--- src/rtl/core/gmb_pkg.sv ---
// Shared types and constants for the growth / mutation birth-step block.
// Register map, reset values, request kinds and the configuration bundle.
// No dependencies.
`default_nettype none

package gmb_pkg;

   localparam int CFG_W     = 32;
   localparam int IDX_W     = 3;
   localparam int FIELD_W   = 32;
   localparam int REQ_DATA_W = 6 * FIELD_W;
   localparam int RSP_DATA_W = 4 * FIELD_W;
   localparam int RSP_USER_W = 2;

   localparam int DEFAULT_COUNT_BITS = 32;
   localparam int DEFAULT_FRAC_BITS  = 32;

   localparam logic [IDX_W-1:0] REG_THR_N_ANY = 3'd0;
   localparam logic [IDX_W-1:0] REG_THR_N_A   = 3'd1;
   localparam logic [IDX_W-1:0] REG_THR_A_ONE = 3'd2;
   localparam logic [IDX_W-1:0] REG_THR_A_TWO = 3'd3;
   localparam logic [IDX_W-1:0] REG_THR_M_ONE = 3'd4;
   localparam logic [IDX_W-1:0] REG_THR_M_TWO = 3'd5;
   localparam logic [IDX_W-1:0] REG_MAX_TOTAL = 3'd6;

   localparam logic [CFG_W-1:0] RST_THR_N_ANY = 32'd4724;
   localparam logic [CFG_W-1:0] RST_THR_N_A   = 32'd429;
   localparam logic [CFG_W-1:0] RST_THR_A_ONE = 32'd8590;
   localparam logic [CFG_W-1:0] RST_THR_A_TWO = 32'd0;
   localparam logic [CFG_W-1:0] RST_THR_M_ONE = 32'd85899;
   localparam logic [CFG_W-1:0] RST_THR_M_TWO = 32'd0;
   localparam logic [CFG_W-1:0] RST_MAX_TOTAL = 32'h8000_0000;

   localparam logic FUNC_LOAD  = 1'b0;
   localparam logic FUNC_BIRTH = 1'b1;

   typedef struct packed {
      logic [CFG_W-1:0] thr_n_mutate_any;
      logic [CFG_W-1:0] thr_n_mutate_a;
      logic [CFG_W-1:0] thr_a_one;
      logic [CFG_W-1:0] thr_a_two;
      logic [CFG_W-1:0] thr_m_one;
      logic [CFG_W-1:0] thr_m_two;
      logic [CFG_W-1:0] max_total;
   } cfg_type;

endpackage

`default_nettype wire

--- src/rtl/core/gmb_csr.sv ---
// Configuration register file: thresholds and growth limit.
// Depends on gmb_pkg for the register map and reset values.
`default_nettype none

module gmb_csr (
   input  wire logic                       clock,
   input  wire logic                       reset,
   input  wire logic                       csr_wen,
   input  wire logic [gmb_pkg::IDX_W-1:0]  csr_index,
   input  wire logic [gmb_pkg::CFG_W-1:0]  csr_wdata,
   output gmb_pkg::cfg_type                cfg_o
);
   import gmb_pkg::*;

   cfg_type cfg_ff;
   cfg_type cfg_in;

   always_comb begin
      cfg_in = cfg_ff;
      if (csr_wen) begin
         case (csr_index)
            REG_THR_N_ANY: cfg_in.thr_n_mutate_any = csr_wdata;
            REG_THR_N_A:   cfg_in.thr_n_mutate_a   = csr_wdata;
            REG_THR_A_ONE: cfg_in.thr_a_one        = csr_wdata;
            REG_THR_A_TWO: cfg_in.thr_a_two        = csr_wdata;
            REG_THR_M_ONE: cfg_in.thr_m_one        = csr_wdata;
            REG_THR_M_TWO: cfg_in.thr_m_two        = csr_wdata;
            REG_MAX_TOTAL: cfg_in.max_total        = csr_wdata;
            default:       cfg_in = cfg_ff;
         endcase
      end
   end

   always_ff @(posedge clock) begin
      if (reset) begin
         cfg_ff.thr_n_mutate_any <= RST_THR_N_ANY;
         cfg_ff.thr_n_mutate_a   <= RST_THR_N_A;
         cfg_ff.thr_a_one        <= RST_THR_A_ONE;
         cfg_ff.thr_a_two        <= RST_THR_A_TWO;
         cfg_ff.thr_m_one        <= RST_THR_M_ONE;
         cfg_ff.thr_m_two        <= RST_THR_M_TWO;
         cfg_ff.max_total        <= RST_MAX_TOTAL;
      end else begin
         cfg_ff <= cfg_in;
      end
   end

   assign cfg_o = cfg_ff;

endmodule

`default_nettype wire

--- config.mk ---
export PLATFORM = sky130hd
export DESIGN_NAME = gmb_csr
export DESIGN_NICKNAME = d
export VERILOG_FILES = /design/src/rtl/core/gmb_pkg.sv /design/src/rtl/core/gmb_csr.sv
export SDC_FILE = /design/constraint.sdc
export NUM_CORES = 1
export LEC_CHECK = 0
export BUFFER_PORTS_ARGS = -buffer_cell sky130_fd_sc_hd__buf_2
export CORE_ASPECT_RATIO = 0.5
export CORE_MARGIN = 1.5
export CORE_UTILIZATION = 46
export DETAILED_ROUTE_END_ITERATION = 12
export GPL_TIMING_DRIVEN = 0
export PLACE_DENSITY = 0.75
export SLEW_MARGIN = 10
export SYNTH_ARGS = -nofsm -noshare
export SYNTH_HDL_FRONTEND = slang
export SYNTH_SLANG_ARGS = --single-unit
--- constraint.sdc ---
create_clock -name clock -period 1.22 [get_ports clock]
set_input_delay 0.122 -clock clock [delete_from_list [all_inputs] [get_ports clock]]
set_output_delay 0.122 -clock clock [all_outputs]
set_load 0.01 [all_outputs]
==> impl_metrics.py <==
metrics = {
    "floorplanning": {
        "start_util_pct": 47.2,
        "die-area_sq_um": 19800,
        "rows": 35,
        "die_x_um": 198,
        "io_pins": 262,
        "dieHeight_um": 100,
        "core_sq_um": 18500,
    },
    "finish": {
        "final_nets": 1127,
        "utilization_pct": 61.3,
        "stdcell_count": 1363,
        "final_layout_size_suffix_gt1_share_pct": 29.7,
        "syn_to_final_growth_pct": 29.9,
        "largest_register_ffs": 224,
    },
    "cts": {
        "clockBufferDepth": 3,
        "numCtsBuffers": 20,
        "post_cts_buffers": 0,
        "h-tree-depth": 1,
        "clkLatencyLatePin_ps": 490,
        "root_buffer": "clkbuf_16",
        "clkTransAtPathRegs_ps": 70,
        "cts_tree": "yes",
        "cts_num_sinks": 224,
    },
    "critical_path": {
        "crit_arrival_ps": 1020,
        "regToRegSetupSlack_ps": 550,
        "path_delay_family": "flip-flops",
        "crit_type": "reg2out",
        "cpMaxStageDelayCell": "dfxtp_1",
        "worst-path-max-fanout": 2,
        "start_kind": "flop",
        "cpPeakStageDelay_ps": 380,
        "path_cells": "buf_2",
        "critPathCaptureType": "output port",
        "cp.required_ps": 1100,
        "crit_start": "cfg_o[24]",
        "worst-path-buf-inv": 1,
        "worstReg2RegStart": "cfg_o[68]",
    },
    "drt": {
        "viasPerCell": 4.96,
        "post-route-drc-count": 0,
        "wl_per_cell_um": 18.7,
        "drt-initial-drc-count": 182,
        "routed_wl_mm": 25.5,
        "antenna_left": 0,
        "vias": 6759,
        "dr.pass1.iters": 6,
    },
    "synthesis": {
        "synth_top_area_share_pct": 51.4,
        "synthSimpleGateAreaFrac_pct": 19.6,
        "netlist_area_sq_um": 8720,
        "synth_common_cells": "nand2b_1, dfxtp_1, mux2i_1",
        "synth_area_per_cell_sq_um": 11.0,
        "synth_top_family_by_area": "multiplexers",
        "ys_warn_count": 0,
        "synthesis.instances": 790,
        "synth-edff-count": 0,
        "synth_area_leaders": "dfxtp_1, mux2i_1, nand2b_1, nor2_1, clkbuf_1",
        "synth-async-reset-ratio_pct": 0,
        "synth-compound-area-share_pct": 0,
        "synth.most_common_cell": "nand2b_1",
        "synthMuxAreaShare_pct": 25.7,
        "yosysTopAreaCell": "dfxtp_1",
        "synthXorXnorAreaFrac_pct": 0,
        "synth_fa_ha_area_share_pct": 0,
        "synth-seq-area-share_pct": 51.4,
        "synth_seq_cells": 224,
        "synth.distinct_cells": 15,
        "yosys_most_used_dff": "dfxtp_1",
        "synth_nets": 828,
    },
    "global_routing": {
        "grt_max_degree": 17,
        "grt_pass1_wl_mm": 38.3,
        "grt_pass1_vias": 6869,
        "grt_overflow": 0,
        "antenna_found_initial": 0,
        "grtUsageTotal_pct": 25.2,
    },
    "min_path": {
        "min_path_type": "in2reg",
        "hp-start": "csr_wdata[28]",
    },
    "placed_design": {
        "hpwl_mm": 18.6,
        "place_inst": 1309,
        "portBuffers": 260,
        "place_congestion": 0.804,
    },
    "timing": {
        "whs_ps": 76.4,
        "hold_viol_final": 0,
        "fin_skew_ps": 0,
        "worst_pin_slew_ps": 642,
        "setup_violations": 0,
        "min_period_ps": 1140,
        "grt_setup_unrepaired": "false",
        "slew_headroom_pct": 57.2,
        "max_clock_freq_ghz": 0.876,
        "post-route-period-util_pct": 93.5,
        "slew_viol_final": 0,
    },
    "power": {
        "peakVddDrop_v": 0.000851,
        "power_leakage_nw": 5.90,
        "powerDensity_nw_per_um2": 1440,
    },
    "status": {
        "status": "complete, no violations",
    },
    "job": {
        "drv_cap": 0,
    },
}
-- layout make-up --
class,instances,area [sq um]
fill,1636,7150
sequential,224,4480
multi-input combinational,508,3950
timing repair buffer,277,1470
clock buffer,26,564
tap,259,324
buffer,58,303
clock inverter,10,230
antenna,1,2.50
-- worst paths after layout --
path                     end  depth (start not counted)
hold reg to reg   cfg_o[169]                          2
hold / removal    cfg_o[124]                          3
setup / recovery   cfg_o[24]                          1
setup reg to reg   cfg_o[68]                          2
-- layout by cell type (no fill, tap or decap), types with 2 or more instances in the layout --
master and instances:
clkbuf_1 29, mux2i_1 224, nand4bb_1 3, clkbuf_16 21
nand2b_1 227, clkbuf_8 2, buf_4 5, clkinvlp_4 2
and4bb_2 2, buf_8 2, dlygate4sd3_1 17, nor2_1 46
clkbuf_2 5, dfxtp_1 224, buf_2 278, buf_6 2
bufinv_16 7, nand4b_1 3
-- routing by layer --
| metal | vias to the layer above | track usage, % | part of all wire (%) |
|---|---|---|---|
| met5 | - | 0 | 0 |
| met4 | 0 | 8.04 | 2.6 |
| met3 | 44 | 5.04 | 5.0 |
| met2 | 185 | 43.0 | 48 |
| met1 | 3311 | 32.2 | 45 |
| li1 | 3219 | - | - |
-- through the flow --
step	cell area (sq um)	setup slack (ps)	TNS, ps	power (mW)
finish	11300	78.8	0	16.4
global route	11300	20.3	0	16.8
CTS	11300	8.77	0	16.4
detailed placement	10400	-683	-75150	8.88
global placement	10400	-663	-73670	8.85
floorplan	8730	-45.7	-457	8.39
-- logic make-up (layout without fill, tap and decap cells) --
kind of cell	count (synthesis)	after routing
multiplexers	224	224
buffers and inverters	58	371
other	0	1
flip-flops	224	224
AND/OR/NAND/NOR	284	284
-- power by group --
group | switching (mW) | internal (mW) | total [mW] | leakage (nW)
Clock | 2.83 | 4.76 | 7.59 | 0.380
Sequential | 0.0875 | 7.47 | 7.56 | 1.81
Combinational | 0.683 | 0.522 | 1.20 | 3.71
Total | 3.60 | 12.8 | 16.4 | 5.90
-- timing repair --
action,in CTS,in global routing
endpoints found under the setup margin,16,27
cloned,0,0
endpoints found under the hold margin,29,0
hold buffers,17,0
gates resized for setup,2,5
(Power assumes the default switching activity.)
